==> src/rtl/wpw_pkg.sv <==
// Shared types and constants for the waypoint progress watchdog.
package wpw_pkg;

  localparam int unsigned KIND_BITS  = 1;
  localparam int unsigned NOW_BITS   = 32;
  localparam int unsigned WPID_BITS  = 16;
  localparam int unsigned MODE_BITS  = 8;
  localparam int unsigned SPEED_BITS = 16;
  localparam int unsigned LIMIT_BITS = 20;
  localparam int unsigned CFG_IDX_BITS = 1;

  localparam logic [LIMIT_BITS-1:0] RUN_LIMIT_RST      = LIMIT_BITS'(3000);
  localparam logic [LIMIT_BITS-1:0] UPDATE_TIMEOUT_RST = LIMIT_BITS'(3000);

  typedef enum logic [KIND_BITS-1:0] {
    KIND_WAYPOINT = 1'b0,
    KIND_SENSOR   = 1'b1
  } wpw_kind_t;

  typedef enum logic [CFG_IDX_BITS-1:0] {
    REG_RUN_LIMIT      = 1'b0,
    REG_UPDATE_TIMEOUT = 1'b1
  } wpw_reg_t;

  localparam logic [MODE_BITS-1:0] MODE_MANUAL = '0;

  typedef struct packed {
    logic                         kind;
    logic [NOW_BITS-1:0]          now_ms;
    logic [WPID_BITS-1:0]         waypoint_id;
    logic [MODE_BITS-1:0]         ecu_mode;
    logic signed [SPEED_BITS-1:0] vehicle_speed;
  } wpw_item_t;

  typedef struct packed {
    logic [LIMIT_BITS-1:0] run_limit_ms;
    logic [LIMIT_BITS-1:0] update_timeout_ms;
  } wpw_cfg_t;

  typedef struct packed {
    logic emit;
    logic status;
  } wpw_res_t;

endpackage

==> src/rtl/waypoint_progress_watchdog.sv <==
// Top level of the waypoint progress watchdog: input stage, decision core, result register.
//
//   channel   direction  handshake            payload
//   in_       input      in_valid / in_stall  kind, now_ms, waypoint_id, ecu_mode, vehicle_speed
//   out_      output     out_valid / out_stall status
//   cfg_      input      cfg_valid / cfg_ready cfg_index, cfg_data
//
// One item per cycle while in_stall is low; an item is loaded into the input register when it is
// accepted, and when it advances the state and, if it gives a result, the result register update together.
// Synchronous active-low reset resets the watchdog state (marking it fresh) and sets both limits to 3000 ms.
// in_stall rises only when the input register holds an item with a result and the
// result register is full and stalled; items that give no result never wait.
module waypoint_progress_watchdog #(
  parameter int unsigned TIME_BITS = 32,
  parameter int unsigned ID_BITS   = 16
) (
  input  logic                                  clk,
  input  logic                                  rst_n,
  input  logic                                  in_valid,
  output logic                                  in_stall,
  input  logic [wpw_pkg::KIND_BITS-1:0]         in_kind,
  input  logic [wpw_pkg::NOW_BITS-1:0]          in_now_ms,
  input  logic [wpw_pkg::WPID_BITS-1:0]         in_waypoint_id,
  input  logic [wpw_pkg::MODE_BITS-1:0]         in_ecu_mode,
  input  logic signed [wpw_pkg::SPEED_BITS-1:0] in_vehicle_speed,
  output logic                                  out_valid,
  input  logic                                  out_stall,
  output logic                                  out_status,
  input  logic                                  cfg_valid,
  output logic                                  cfg_ready,
  input  logic [wpw_pkg::CFG_IDX_BITS-1:0]      cfg_index,
  input  logic [wpw_pkg::LIMIT_BITS-1:0]        cfg_data
);
  import wpw_pkg::*;

  wpw_cfg_t  cfg;
  wpw_item_t s1_item_r;
  logic      s1_vld_r;
  wpw_res_t  res;
  logic      out_vld_r;
  logic      out_status_r;
  logic      out_free;
  logic      s1_adv;
  logic      fire;
  logic      in_take;

  wpw_cfg_regs u_cfg (
    .clk       (clk),
    .rst_n     (rst_n),
    .cfg_valid (cfg_valid),
    .cfg_ready (cfg_ready),
    .cfg_index (cfg_index),
    .cfg_data  (cfg_data),
    .cfg       (cfg)
  );

  wpw_core #(
    .TIME_BITS (TIME_BITS),
    .ID_BITS   (ID_BITS)
  ) u_core (
    .clk   (clk),
    .rst_n (rst_n),
    .item  (s1_item_r),
    .cfg   (cfg),
    .fire  (fire),
    .res   (res)
  );

  assign out_free = !out_vld_r || !out_stall;
  assign s1_adv   = !res.emit || out_free;
  assign fire     = s1_vld_r && s1_adv;
  assign in_stall = s1_vld_r && !s1_adv;
  assign in_take  = in_valid && !in_stall;

  always_ff @(posedge clk) begin
    if (!rst_n) begin
      s1_vld_r <= 1'b0;
    end else if (in_take) begin
      s1_vld_r <= 1'b1;
    end else if (s1_adv) begin
      s1_vld_r <= 1'b0;
    end
  end

  always_ff @(posedge clk) begin
    if (in_take) begin
      s1_item_r.kind          <= in_kind;
      s1_item_r.now_ms        <= in_now_ms;
      s1_item_r.waypoint_id   <= in_waypoint_id;
      s1_item_r.ecu_mode      <= in_ecu_mode;
      s1_item_r.vehicle_speed <= in_vehicle_speed;
    end
  end

  // hold the result beat until taken
  always_ff @(posedge clk) begin
    if (!rst_n) begin
      out_vld_r <= 1'b0;
    end else if (fire && res.emit) begin
      out_vld_r <= 1'b1;
    end else if (!out_stall) begin
      out_vld_r <= 1'b0;
    end
  end

  always_ff @(posedge clk) begin
    if (fire && res.emit) begin
      out_status_r <= res.status;
    end
  end

  assign out_valid  = out_vld_r;
  assign out_status = out_status_r;

endmodule

==> src/rtl/wpw_cfg_regs.sv <==
// Configuration register file: run limit and update timeout.
module wpw_cfg_regs (
  input  logic                                 clk,
  input  logic                                 rst_n,
  input  logic                                 cfg_valid,
  output logic                                 cfg_ready,
  input  logic [wpw_pkg::CFG_IDX_BITS-1:0]     cfg_index,
  input  logic [wpw_pkg::LIMIT_BITS-1:0]       cfg_data,
  output wpw_pkg::wpw_cfg_t                    cfg
);
  import wpw_pkg::*;

  logic [LIMIT_BITS-1:0] run_limit_r;
  logic [LIMIT_BITS-1:0] upd_timeout_r;

  assign cfg_ready = 1'b1;

  always_ff @(posedge clk) begin
    if (!rst_n) begin
      run_limit_r   <= RUN_LIMIT_RST;
      upd_timeout_r <= UPDATE_TIMEOUT_RST;
    end else if (cfg_valid && cfg_ready) begin
      unique case (wpw_reg_t'(cfg_index))
        REG_RUN_LIMIT:      run_limit_r   <= cfg_data;
        REG_UPDATE_TIMEOUT: upd_timeout_r <= cfg_data;
      endcase
    end
  end

  assign cfg.run_limit_ms      = run_limit_r;
  assign cfg.update_timeout_ms = upd_timeout_r;

endmodule

==> src/rtl/wpw_core.sv <==
// Watchdog state and per-item decision logic.
module wpw_core #(
  parameter int unsigned TIME_BITS = 32,
  parameter int unsigned ID_BITS   = 16
) (
  input  logic               clk,
  input  logic               rst_n,
  input  wpw_pkg::wpw_item_t item,
  input  wpw_pkg::wpw_cfg_t  cfg,
  input  logic               fire,
  output wpw_pkg::wpw_res_t  res
);
  import wpw_pkg::*;

  localparam int unsigned CW = (TIME_BITS > LIMIT_BITS) ? TIME_BITS : LIMIT_BITS;

  logic [ID_BITS-1:0]   cur_wp_r,     cur_wp_nxt;
  logic [TIME_BITS-1:0] last_upd_r,   last_upd_nxt;
  logic [TIME_BITS-1:0] run_start_r,  run_start_nxt;
  logic                 run_timing_r, run_timing_nxt;
  logic                 fresh_r,      fresh_nxt;
  logic                 err_r,        err_nxt;

  logic [TIME_BITS-1:0] now_t;
  logic [ID_BITS-1:0]   id_t;
  logic [TIME_BITS-1:0] since_upd;
  logic [TIME_BITS-1:0] since_run;
  logic                 moving;
  logic                 upd_expired;
  logic                 run_expired;

  assign now_t  = TIME_BITS'(item.now_ms);
  assign id_t   = ID_BITS'(item.waypoint_id);
  assign moving = (item.vehicle_speed != '0) && !item.vehicle_speed[SPEED_BITS-1];

  // wraps modulo 2^TIME_BITS
  assign since_upd = now_t - last_upd_r;
  assign since_run = now_t - run_start_r;

  assign upd_expired = CW'(cfg.update_timeout_ms) <= CW'(since_upd);
  assign run_expired = CW'(cfg.run_limit_ms) <= CW'(since_run);

  always_comb begin
    cur_wp_nxt     = cur_wp_r;
    last_upd_nxt   = last_upd_r;
    run_start_nxt  = run_start_r;
    run_timing_nxt = run_timing_r;
    fresh_nxt      = fresh_r;
    err_nxt        = err_r;
    res.emit       = 1'b0;
    res.status     = 1'b0;
    priority if (wpw_kind_t'(item.kind) == KIND_WAYPOINT) begin
      last_upd_nxt = now_t;
      if (id_t != cur_wp_r) begin
        cur_wp_nxt     = id_t;
        fresh_nxt      = 1'b1;
        err_nxt        = 1'b0;
        run_timing_nxt = 1'b0;
        res.emit       = 1'b1;
      end else begin
        fresh_nxt = 1'b0;
      end
    end else if (item.ecu_mode == MODE_MANUAL) begin
      run_timing_nxt = 1'b0;
    end else if (!moving) begin
      run_timing_nxt = 1'b0;
      res.emit       = 1'b1;
      res.status     = err_r;
    end else if (fresh_r) begin
      run_timing_nxt = 1'b0;
      if (upd_expired) begin
        fresh_nxt = 1'b0;
      end
    end else if (!run_timing_r) begin
      run_timing_nxt = 1'b1;
      run_start_nxt  = now_t;
    end else begin
      res.emit = 1'b1;
      if (run_expired) begin
        err_nxt    = 1'b1;
        res.status = 1'b1;
      end
    end
  end

  always_ff @(posedge clk) begin
    if (!rst_n) begin
      cur_wp_r     <= '0;
      last_upd_r   <= '0;
      run_start_r  <= '0;
      run_timing_r <= 1'b0;
      fresh_r      <= 1'b1;
      err_r        <= 1'b0;
    end else if (fire) begin
      cur_wp_r     <= cur_wp_nxt;
      last_upd_r   <= last_upd_nxt;
      run_start_r  <= run_start_nxt;
      run_timing_r <= run_timing_nxt;
      fresh_r      <= fresh_nxt;
      err_r        <= err_nxt;
    end
  end

endmodule

==> config.mk <==
export PLATFORM = sky130hd
export DESIGN_NAME = waypoint_progress_watchdog
export DESIGN_NICKNAME = d
export VERILOG_FILES = /design/src/rtl/wpw_pkg.sv /design/src/rtl/waypoint_progress_watchdog.sv /design/src/rtl/wpw_cfg_regs.sv /design/src/rtl/wpw_core.sv
export SDC_FILE = /design/constraint.sdc
export NUM_CORES = 1
export LEC_CHECK = 0
export ABC_AREA = 1
export BUFFER_PORTS_ARGS = -buffer_cell sky130_fd_sc_hd__buf_2
export CAP_MARGIN = 25
export CORE_AREA = 10 10 162 164
export CTS_CLUSTER_SIZE = 28
export DETAILED_ROUTE_END_ITERATION = 10
export DIE_AREA = 0 0 172 174
export PLACE_DENSITY_LB_ADDON = 0.1
export SYNTH_ARGS = -nofsm -noshare
export SYNTH_HDL_FRONTEND = slang
export SYNTH_SLANG_ARGS = --single-unit
==> constraint.sdc <==
create_clock -name clk -period 7 [get_ports clk]
set_clock_uncertainty 0.2 [all_clocks]
set_input_delay 1.4 -clock clk [delete_from_list [all_inputs] [get_ports clk]]
set_output_delay 1.4 -clock clk [all_outputs]
set_load 0.01 [all_outputs]
After elaboration in Yosys (flattened, before gate mapping)
Cells that the tools add are included.

Register bits after elaboration: 199. Input port bits: 99. Word-level logic and storage cells: 85.

$add $sub $neg: 2. Order comparisons: 2. Equality and inequality tests: 7. Multiplexer cells: 27. Bitwise operators: 5. Reductions and logical operators: 26.

Operator list (count): less-or-equal comparator 20 x 32 -> 1 bit (2); subtractor 32 bit (2); two-way mux 1 bit (23); inequality test 16 bit (1); nonzero test 16 bit (1); logical NOT 8 bit (1); two-way mux 2 bit (4); inequality test 2 x 1 -> 1 bit (second input constant) (4); AND reduction 2 bit (4); AND reduction 7 bit (1); logical NOT 1 bit (6); AND reduction 3 bit (2); AND reduction 6 bit (1); logical AND 1 bit (5); inverter 1 bit (5); inequality test 2 bit (second input constant) (2); nonzero test 2 bit (2); logical OR 1 bit (2); OR reduction 2 bit (1).

Logic depth before layout (Yosys ltp)
Gate-level depths: netlist (run 1).

Depth after elaboration: 15. Mapped depth: 26. Mapped depth without buffers: 26.

Cells and area by module
A second synthesis (run 1) with hierarchy kept.

Cell total of the unflattened synthesis: 1605. Area total of the unflattened synthesis: 12116.6 µm².

Modules (own cells, without submodules): wpw_core (instances 1, cells an instance 1305, area an instance 8267.9 µm²); waypoint_progress_watchdog (instances 1, cells an instance 93, area an instance 2332.2 µm²); wpw_cfg_regs (instances 1, cells an instance 207, area an instance 1516.5 µm²).

Worst setup path after synthesis (run 1)
OpenSTA, ideal clock, no wires.

Path kind: input-to-reg. From: input port out_stall. To: register s1_item_r[0] (netlist name), enable pin. Library setup time: 427 ps. Data arrival time: 3239 ps. Required time: 6373 ps. Path slack: 3134 ps. Stages on the path: 7. Path buffers: 0. Cell sequence: nand2_1 > inv_1 > nand2_1 > nor2_1 > inv_1 > nand2_1 > inv_1.

Longest elaborated chain between the ends: 7.

Ends and longest elaborated chain: start: declaration (line waypoint_progress_watchdog.sv:27) `input logic out_stall,`; logical NOT 1 bit; logical OR 1 bit (line waypoint_progress_watchdog.sv:69) `assign out_free = !out_vld_r || !out_stall;`; logical OR 1 bit (line waypoint_progress_watchdog.sv:70) `assign s1_adv = !res.emit || out_free;`; logical NOT 1 bit (line waypoint_progress_watchdog.sv:72) `assign in_stall = s1_vld_r && !s1_adv;`; logical AND 1 bit (line waypoint_progress_watchdog.sv:72); via in_stall (line waypoint_progress_watchdog.sv:20) `output logic in_stall,`; logical NOT 1 bit (line waypoint_progress_watchdog.sv:73) `assign in_take = in_valid && !in_stall;`; logical AND 1 bit (line waypoint_progress_watchdog.sv:73); via in_take (line waypoint_progress_watchdog.sv:45) `logic in_take;`; end: declaration (line waypoint_progress_watchdog.sv:37) `wpw_item_t s1_item_r;`.

The timed path passes the listed nets, and every way through them passes these cells. A chain may end at the register's enable or synchronous reset.

Final worst setup path (run 1)
From: register s1_item_r[40] (netlist name). To: register out_status_r, in the netlist out_status (data pin).

Longest elaborated chain between the ends: 6.

Ends and longest elaborated chain: subtractor 32 bit (line wpw_core.sv:38) `assign since_run = now_t - run_start_r;`; less-or-equal comparator 20 x 32 -> 1 bit (line wpw_core.sv:41) `assign run_expired = CW'(cfg.run_limit_ms) <= CW'(since_run);`; two-way mux 1 bit (line wpw_core.sv:79) `if (run_expired) begin`; two-way mux 2 bit (line wpw_core.sv:74) `end else if (!run_timing_r) begin`; two-way mux 2 bit (line wpw_core.sv:69) `end else if (fresh_r) begin`; two-way mux 2 bit (line wpw_core.sv:65) `end else if (!moving) begin`; end signal: assignment (line waypoint_progress_watchdog.sv:108) `out_status_r <= res.status;`; end: declaration (line waypoint_progress_watchdog.sv:41) `logic out_status_r;`.

Every way passes these cells.

==> flow_metrics.tcl, run 1 <==
set metrics [dict create \
    stdcell_count 2165 \
    crit_arrival_ns 4.07 \
    grt_pass1_wl_um 54800 \
    worst_setup_path_start_kind "flop" \
    synth_largest_area_cell "dfxtp_1" \
    worst_slack_ns 2.93 \
    synthAdderAreaFrac_pct 10.6 \
    dieHeight_um 174 \
    tightest_slew_ns 1.04 \
    slew_headroom_pct 30.5 \
    core_area_sq_mm 0.0231 \
    clock_latency_ns 0.45 \
    drtIter0Drc 901 \
    min_path_type "reg -> reg" \
    ys_ff_latch 199 \
    synthFlopType "dfxtp_1" \
    drc_errors 0 \
    period_share_pct 58.1 \
    path_class "reg -> reg" \
    die_w_um 172 \
    totalNegativeSetupSlack_ns 0 \
    p_leak_nw 6.77 \
    synth_cell_type_count 39 \
    ir_drop_mv 0.130 \
    drv_cap 0 \
    wl_um 34300 \
    dr.pass1.iters 5 \
    initial_core_util_pct 54.0 \
    yosys.area_share.simple_pct 26.6 \
    synth-xor-area-share_pct 3.58 \
    antenna_left 0 \
    cts-root-buf "clkbuf_16" \
    via_per_inst 5.16 \
    wl_per_cell_um 15.8 \
    seq_area_frac_synth_pct 37.9 \
    htreeDepth 4 \
    synth_compound_area_share_pct 11.5 \
    path_max_fanout 4 \
    final_area_sq_mm 0.0139 \
    synth_edf_count 74 \
    pin_count 103 \
    post_dp_cell_area_sq_mm 0.0132 \
    grt_pass1_vias 10700 \
    max_freq_mhz 246 \
    vias 11200 \
    hpwlAfterDp_um 27500 \
    end_kind "flop" \
    grt_setup_unrepaired "no" \
    num-fill-cells 2294 \
    cts_sinks 199 \
    gr-total-overflow 0 \
    cts_hold_buf 0 \
    yosysWarnings 0 \
    cp_slowest_cell "edfxtp_1" \
    finish.utilization_pct 59.9 \
    cp_cell_sequence "inv_1 -> ha_1 -> fa_1 -> inv_1 -> nand2_1 -> nand3_1 -> nand2_1 -> nand2_1 -> xnor2_1 -> ha_1 -> nand2_1 -> nor2_1 -> nand2_1 -> inv_1 -> nand2_1 -> nand2_1 -> nand2_1 -> a21oi_1 -> nand3_1 -> nor2_1 -> nand2_1 -> nand2_1 -> a21oi_1" \
    synth_mux_area_share_pct 0 \
    maxSlewViolCount 0 \
    synth_top_area_share_pct 20.1 \
    area_delta_synth_final_pct 11.0 \
    power_mw 2.95 \
    cts_buffers 17 \
    synth.most_common_cell "nand2_1" \
    yosys-top-cells-area "dfxtp_1 20%, edfxtp_1 18%, nand2_1 15%" \
    hold_violations 0 \
    cp.required_ns 7.00 \
    clock_tree.buffer_depth 2 \
    holdWs_ns 0.257 \
    synthCells 1775 \
    synth.avg_cell_area_sq_um 7.03 \
    num_rows 56 \
    synth_common_cells "508 x nand2_1, 285 x inv_1, 174 x nor2_1" \
    final.min_clock_period_ns 4.07 \
    synthArstFlopShare_pct 0 \
    grt_max_degree 109 \
    cts_tree "yes" \
    cts_resized 0 \
    diodes 0 \
    pre_cts_ws_ns 3.03 \
    antenna_found_initial 0 \
    synth_top_family_by_area "simple AND/OR/NAND/NOR gates" \
    p_per_area_mw_per_mm2 213 \
    crit_path_frequent_cell "nand2_1" \
    die-area_sq_mm 0.0299 \
    nNetsFinal 2065 \
    port-buffer-count 101 \
    place_inst 2133 \
    grt_util_all_layers_pct 23.1 \
    status "finished, final reports clean" \
    drive_gt1_share_pct 7.89 \
    clk_pin_slew_ns 0.08 \
    critPathMaxStageDelay_ns 0.47 \
    synth_nets 1978 \
    cts_setup_buffers 0 \
    gp_congestion 0.950 \
    syn_area_sq_mm 0.0125 \
    setup_violations 0 \
]
registers in the layout, indices dropped and copies added, names as in the netlist:
register,count
u_core.run_timing_r,1
s1_vld_r,1
u_core.cur_wp_r,16
out_valid,1
u_cfg.run_limit_r,20
u_core.last_upd_r,32
u_core.fresh_r,1
s1_item_r,73
u_core.run_start_r,32
u_cfg.upd_timeout_r,20
out_status,1
u_core.err_r,1
layer usage:
layer  vias to the layer above  share of wire, %  track usage (%)
li1                       5845                 -                -
met1                      5019                46             30.0
met2                       275                46             38.0
met3                        39               5.1             3.62
met4                         0               2.6             7.51
met5                         -                 0                0
worst max-delay path, delay by kind of cell, from the launching register on:
family / cells / cell delay (ns)
xor+xnor: 1 / 0.14
simple gates: 14 / 1.41
buf+inv: 3 / 0.25
flops: 1 / 0.47
compound gates: 2 / 0.34
fa+ha+maj: 3 / 1.00
cell type report:
cell class / instances / area, sq um / share of cell area [%]
Clock buffer: 18 / 429 / 3.10
Clock inverter: 14 / 204 / 1.47
Inverter: 288 / 1080 / 7.80
Multi-Input combinational cell: 1251 / 6510 / 47.0
Sequential cell: 199 / 4720 / 34.1
Tap cell: 290 / 363 / 2.62
Timing Repair Buffer: 105 / 536 / 3.87
logic make-up after synthesis:
logic type	after synthesis
fa+ha+maj	104
flops	199
xor+xnor	51
simple gates	821
compound gates	274
other cells	1
buf+inv	325
path summary, 6_finish.rpt:
check,from,end,slack (ns),cells past startpoint
hold reg to reg,u_core.run_start_r[0],u_core.run_start_r[0],0.26,2
setup / recovery,s1_item_r[40],out_status,2.93,23
setup reg to reg,s1_item_r[40],out_status,2.93,23
hold / removal,u_core.run_start_r[0],u_core.run_start_r[0],0.26,2
where the power goes:
| group | total (mW) | internal (mW) | switching (mW) |
|---|---|---|---|
| registers | 1.30 | 1.26 | 0.0410 |
| logic | 0.618 | 0.227 | 0.390 |
| clock network | 1.04 | 0.522 | 0.513 |
| total | 2.95 | 2.01 | 0.945 |
placed cells by master (no fill, tap or decap), types with 4 or more instances in the layout:
| cell type | instances |
|---|---|
| clkbuf_16 | 17 |
| o21ai_0 | 71 |
| buf_2 | 101 |
| nand3b_1 | 4 |
| nor3_1 | 8 |
| a21o_1 | 4 |
| inv_1 | 284 |
| xor2_1 | 19 |
| nor4_1 | 4 |
| nand3_1 | 91 |
| clkinv_8 | 7 |
| o21ai_1 | 34 |
| and3_1 | 4 |
| inv_6 | 4 |
| nand4_1 | 15 |
| xnor2_1 | 32 |
| o21bai_1 | 6 |
| a31oi_1 | 6 |
| dfxtp_1 | 125 |
| edfxtp_1 | 74 |
| nor2_1 | 174 |
| ha_1 | 102 |
| nand2_1 | 508 |
| a21oi_1 | 147 |
| buf_4 | 4 |
No activity file was read; power rests on OpenSTA's default activity.
==> inputs of run 2 (changes only) <==
- ABC_AREA: 1 -> 0
- CORE_AREA: 10 10 162 164 -> 10 10 158 160
- DIE_AREA: 0 0 172 174 -> 0 0 168 170
- clock period: 7 -> 3.9 ns (I/O delays scaled with it)
==> run 2 against run 1 <==
The flow now finishes with violations (negative setup slack). Hold slack got worse by 0.0034 ns. Combinational power increased by 68%. Synthesized cell count decreased by 25%. Non-clock buffer count increased by 159. Maximum frequency decreased by 15%. Wire length decreased by 6.7%. Global-route usage decreased by 1.1 points. Largest cell class unchanged. Largest power group unchanged.
==> flow_metrics.tcl, run 2 <==
set metrics [dict create \
    via_per_inst 5.60 \
    tightest_slew_ns 0.844 \
    die_w_um 168 \
    end_kind "flop" \
    final.min_clock_period_ns 4.81 \
    synth_compound_area_share_pct 19.1 \
    synth-xor-area-share_pct 4.44 \
    cts_tree "yes" \
    syn_area_sq_mm 0.0118 \
    hold_violations 0 \
    cp_slowest_cell "edfxtp_1" \
    grt_setup_unrepaired "yes" \
    min_path_type "reg -> reg" \
    status "complete, but fails checks" \
    hpwlAfterDp_um 24100 \
    num_rows 54 \
    dr.pass1.iters 5 \
    ff2ff_path_depth 21 \
    grt_max_degree 126 \
    path_class "reg -> reg" \
    maxSlewViolCount 0 \
    crit_end "out_status" \
    cts_sinks 199 \
    max_freq_mhz 208 \
    drc_errors 0 \
    clk_pin_slew_ns 0.08 \
    timing.critical_path.from "s1_item_r[44]" \
    synthArstFlopShare_pct 0 \
    synth_common_cells "285 x nand2_1, 125 x dfxtp_1, 102 x ha_1" \
    port-buffer-count 101 \
    reg2reg_slack_ns -0.91 \
    cts_buffers 17 \
    period_share_pct 123 \
    path_max_fanout 2 \
    synthFlopType "dfxtp_1" \
    reg.largest.list "s1_item_r (73), u_core.last_upd_r (32), u_core.run_start_r (32)" \
    synth.most_common_cell "nand2_1" \
    seq_area_frac_synth_pct 40.0 \
    grt_pass1_wl_um 51200 \
    most-common-layout-cells "285 x nand2_1, 160 x buf_4, 125 x dfxtp_1, 101 x buf_2, 99 x ha_1" \
    worst_setup_path_start_kind "flop" \
    p_leak_nw 5.96 \
    clock_latency_ns 0.45 \
    diodes 0 \
    antenna_found_initial 0 \
    grt_pass1_vias 10100 \
    layout_commonest_cell "nand2_1" \
    ys_ff_latch 199 \
    yosys-top-cells-area "dfxtp_1 21%, edfxtp_1 19%, ha_1 11%" \
    yosys.area_share.simple_pct 19.0 \
    grt_util_all_layers_pct 22.0 \
    synth_largest_area_cell "dfxtp_1" \
    largest_reg_flops 73 \
    critPathMaxStageDelay_ns 0.43 \
    clock_tree.buffer_depth 2 \
    yosysWarnings 0 \
    initial_core_util_pct 54.5 \
    core_area_sq_mm 0.0217 \
    synth_edf_count 74 \
    slew_headroom_pct 43.6 \
    pin_count 103 \
    synth_cell_type_count 72 \
    nNetsFinal 1768 \
    synthAdderAreaFrac_pct 11.1 \
    r2r_start "s1_item_r[44]" \
    vias 10400 \
    dieHeight_um 170 \
    drtIter0Drc 670 \
    synth_top_family_by_area "compound AO/OA/AOI/OAI gates" \
    synthCells 1339 \
    cp.required_ns 3.90 \
    die-area_sq_mm 0.0286 \
    synth_nets 1542 \
    place_inst 1820 \
    power_mw 5.28 \
    gp_congestion 0.922 \
    synth_mux_area_share_pct 1.62 \
    regMostFlops "s1_item_r" \
    cp_cell_sequence "ha_4 -> a21o_1 -> a211o_1 -> o221ai_2 -> nand2_1 -> o21a_1 -> o21ai_2 -> nand2b_1 -> a21oi_2 -> xor2_1 -> ha_1 -> nand4_1 -> or4_4 -> a21oi_1 -> or3_4 -> o2111ai_1 -> a211o_1 -> nor4b_2 -> nand4_1 -> o211ai_1 -> a21oi_1" \
    synth.avg_cell_area_sq_um 8.83 \
    r2r-end "out_status" \
    synth_top_area_share_pct 21.2 \
    p_per_area_mw_per_mm2 364 \
    ir_drop_mv 0.333 \
    area_delta_synth_final_pct 22.6 \
    stdcell_count 1858 \
    drive_gt1_share_pct 21.7 \
    violations "negative setup slack" \
    pre_cts_ws_ns -0.903 \
    wl_um 32000 \
    antenna_left 0 \
    num-fill-cells 1805 \
    gr-total-overflow 0 \
    worst_slack_ns -0.910 \
    wl_per_cell_um 17.2 \
    htreeDepth 4 \
    crit_arrival_ns 4.81 \
    setup_violations 3 \
    cts-root-buf "clkbuf_16" \
    drv_cap 0 \
]
-- run 2: power breakdown --
| group | switching (mW) | internal, mW | total (mW) |
|---|---|---|---|
| combinational | 0.551 | 0.492 | 1.04 |
| clock | 0.962 | 0.969 | 1.93 |
| sequential | 0.0625 | 2.24 | 2.31 |
-- run 2: kinds of logic after synthesis --
group	count (synthesis)
AO/OA/AOI/OAI	325
XOR/XNOR	60
adder cells (fa/ha/maj)	104
buffers and inverters	135
flip-flops	199
multiplexers	19
other	1
AND/OR/NAND/NOR	496
-- run 2: cell type report --
| cell class | instances | area [sq um] | area share (%) |
|---|---|---|---|
| Clock buffer | 18 | 439 | 3.03 |
| Clock inverter | 14 | 204 | 1.41 |
| Inverter | 78 | 293 | 2.02 |
| Multi-Input combinational cell | 1005 | 6730 | 46.4 |
| Sequential cell | 199 | 4720 | 32.6 |
| Tap cell | 280 | 350 | 2.42 |
| Timing Repair Buffer | 264 | 1760 | 12.1 |
-- run 2: metal layers --
layer | GRT usage (%) | vias up | routed length [um]
met5 | 0 | - | 0
met4 | 5.90 | 0 | 634
met3 | 4.42 | 43 | 2120
met2 | 34.6 | 304 | 14200
met1 | 30.1 | 4862 | 15000
li1 | - | 5198 | -
-- run 2: worst max-delay path, delay by kind of cell (launching register included) --
family	cells	cell delay, ns
AO/OA/AOI/OAI	11	1.92
flip-flops	1	0.43
XOR/XNOR	1	0.10
AND/OR/NAND/NOR	7	1.33
adder cells (fa/ha/maj)	2	0.54
-- run 2: per-stage QoR --
stage          hold WS [ns]  TNS [ns]  util, %  area (sq um)
4_1_cts               0.257     -2.50     66.5         14400
6_report              0.254     -2.45     66.9         14500
3_5_place_dp          0.246     -2.50     63.2         13700
2_1_floorplan         0.231     -1.17        -         11900
5_1_grt               0.273     -3.30     66.9         14500
3_3_place_gp          0.240     -2.25     63.2         13700
-- run 2: worst min path at each step --
| stage | start | to | slack (ns) | depth (start not counted) |
|---|---|---|---|---|
| after floorplan | u_core.err_r | u_core.err_r | 0.23 | 2 |
| after global placement | u_core.err_r | u_core.err_r | 0.24 | 2 |
| after detailed placement | u_core.run_start_r[6] | u_core.run_start_r[6] | 0.25 | 2 |
| after CTS | u_core.run_start_r[6] | u_core.run_start_r[6] | 0.26 | 2 |
| after global routing | u_core.run_start_r[27] | u_core.run_start_r[27] | 0.27 | 2 |
| final | u_core.run_start_r[6] | u_core.run_start_r[6] | 0.25 | 2 |
-- run 2: what timing repair did --
item	4_1_cts	5_1_grt
gates resized for setup	14	10
hold buffers	0	0
setup buffers	4	2
pin swaps	18	4
endpoints found under the setup margin	3	3
==> inputs of run 3 (changes only) <==
- CORE_AREA: 10 10 158 160 -> 2 2 150 152
- DIE_AREA: 0 0 168 170 -> 0 0 152 154
- RECOVER_POWER: default -> 25
==> run 3 against run 2 <==
The run still ends with negative setup slack left. Critical path depth fell by 1. Clock power fell by 2%. Global-route usage rose by 5.9 points. Sequential share of layout area fell by 0.21 points. Via count rose by 1.1%. Maximum frequency fell by 2.1%. Total power rose by 0.17%. Worst setup slack got worse by 0.10 ns. Combinational power rose by 5%. Clock-buffer cell count fell by 1.
==> flow_metrics.tcl, run 3 (synthesized netlist as in run 2, its figures left out) <==
set metrics [dict create \
    worst_slack_ns -1.01 \
    vias 10500 \
    grt_setup_unrepaired "yes" \
    num_rows 54 \
    grt_pass1_wl_um 52100 \
    cp_cell_sequence "buf_4 -> ha_1 -> nand2b_1 -> a21oi_1 -> buf_4 -> o22a_1 -> nand2_1 -> o21ai_0 -> nand3_1 -> ha_1 -> nand4_1 -> or4_4 -> a21oi_2 -> or3_4 -> o2111ai_1 -> a211o_1 -> nor4b_2 -> nand4_1 -> o211ai_1 -> a21oi_1" \
    final.min_clock_period_ns 4.91 \
    path_max_fanout 4 \
    crit_arrival_ns 4.91 \
    most-common-layout-cells "283 x nand2_1, 173 x buf_4, 125 x dfxtp_1, 100 x buf_2, 97 x ha_1" \
    p_leak_nw 6.01 \
    cp_slowest_cell "or4_4" \
    ir_drop_mv 0.275 \
    core_area_sq_mm 0.0217 \
    worst_setup_path_start_kind "flop" \
    cts_buffers 17 \
    hpwlAfterDp_um 24500 \
    pin_count 103 \
    setup_violations 3 \
    clock_tree.buffer_depth 2 \
    dr.pass1.iters 5 \
    gp_congestion 0.939 \
    wl_per_cell_um 17.4 \
    holdWs_ns 0.258 \
    drtIter0Drc 721 \
    hold_violations 0 \
    nNetsFinal 1779 \
    drv_cap 0 \
    area_delta_synth_final_pct 23.4 \
    status "complete, but fails checks" \
    wl_um 32500 \
    htreeDepth 4 \
    p_per_area_mw_per_mm2 363 \
    reg.largest.list "s1_item_r (73), u_core.last_upd_r (32), u_core.run_start_r (32)" \
    drc_errors 0 \
    period_share_pct 126 \
    regMostFlops "s1_item_r" \
    cp.required_ns 3.90 \
    violations "negative setup slack" \
    gr-total-overflow 0 \
    clk_pin_slew_ns 0.09 \
    cts_sinks 199 \
    grt_pass1_vias 10200 \
    via_per_inst 5.63 \
    cts_hold_buf 0 \
    end_kind "flop" \
    num-fill-cells 1769 \
    largest_reg_flops 73 \
    diodes 0 \
    clock_latency_ns 0.45 \
    max_freq_mhz 204 \
    antenna_left 0 \
    path_class "reg -> reg" \
    cts_tree "yes" \
    initial_core_util_pct 54.5 \
    die-area_sq_mm 0.0234 \
    drive_gt1_share_pct 22.4 \
    antenna_found_initial 0 \
    critPathMaxStageDelay_ns 0.54 \
    maxSlewViolCount 0 \
    grt_util_all_layers_pct 27.9 \
    port-buffer-count 101 \
    slew_headroom_pct 39.9 \
    cts-root-buf "clkbuf_16" \
    grt_max_degree 71 \
    die_w_um 152 \
    dieHeight_um 154 \
    tightest_slew_ns 0.902 \
    min_path_type "reg -> reg" \
    layout_commonest_cell "nand2_1" \
    totalNegativeSetupSlack_ns -2.71 \
]
[run 3: routing by layer]
metal  share of wire, %  track usage [%]
met3                5.0             4.62
met2                 46             45.0
met4                2.3             8.19
met5                  0                0
met1                 47             38.7
[run 3: what timing repair did]
item / CTS / global route
hold endpoints to repair: 0 / 0
pin swaps: 14 / 17
setup buffers: 6 / 1
endpoints found under the setup margin: 3 / 3
resized for setup: 12 / 17
[run 3: final timing paths]
path | from | to | slack [ns] | cells past startpoint
setup / recovery | s1_item_r[41] | out_status | -1.01 | 20
hold / removal | u_core.err_r | u_core.err_r | 0.26 | 2
setup reg to reg | s1_item_r[41] | out_status | -1.01 | 20
hold reg to reg | u_core.err_r | u_core.err_r | 0.26 | 2
[run 3: final cells by class]
cell class	count	area, sq um	area share [%]
tap	280	350	2.40
multi-input combinational	1005	6770	46.4
inverter	78	293	2.01
clock inverter	15	206	1.41
clock buffer	17	425	2.91
sequential	199	4720	32.4
timing repair buffer	275	1820	12.5
[run 3: where the power goes]
part | switching [mW] | internal (mW) | total [mW]
combinational | 0.586 | 0.507 | 1.09
clock | 0.990 | 0.901 | 1.89
sequential | 0.0610 | 2.24 | 2.31
[run 3: worst max-delay path: cells and delay by family (launching register included)]
kind / cells / cell delay (ns)
DFF: 1 / 0.39
AOI/OAI and AO/OA: 8 / 1.56
and+or+nand+nor: 8 / 1.55
buffers and inverters: 2 / 0.35
adders and majority gates: 2 / 0.58
[run 3: through the flow]
step / cell area, sq um / setup WS, ns / instances / power, mW / util [%]
6_report: 14600 / -1.01 / 1869 / 5.29 / 67.3
5_1_grt: 14600 / -1.31 / 1869 / 5.51 / 67.3
4_1_cts: 14500 / -0.956 / 1868 / 5.29 / 66.8
3_5_place_dp: 13800 / -1.04 / 1830 / 3.39 / 63.4
3_3_place_gp: 13800 / -0.978 / 1830 / 3.37 / 63.4
2_1_floorplan: 11900 / -0.547 / 1339 / 2.96 / -
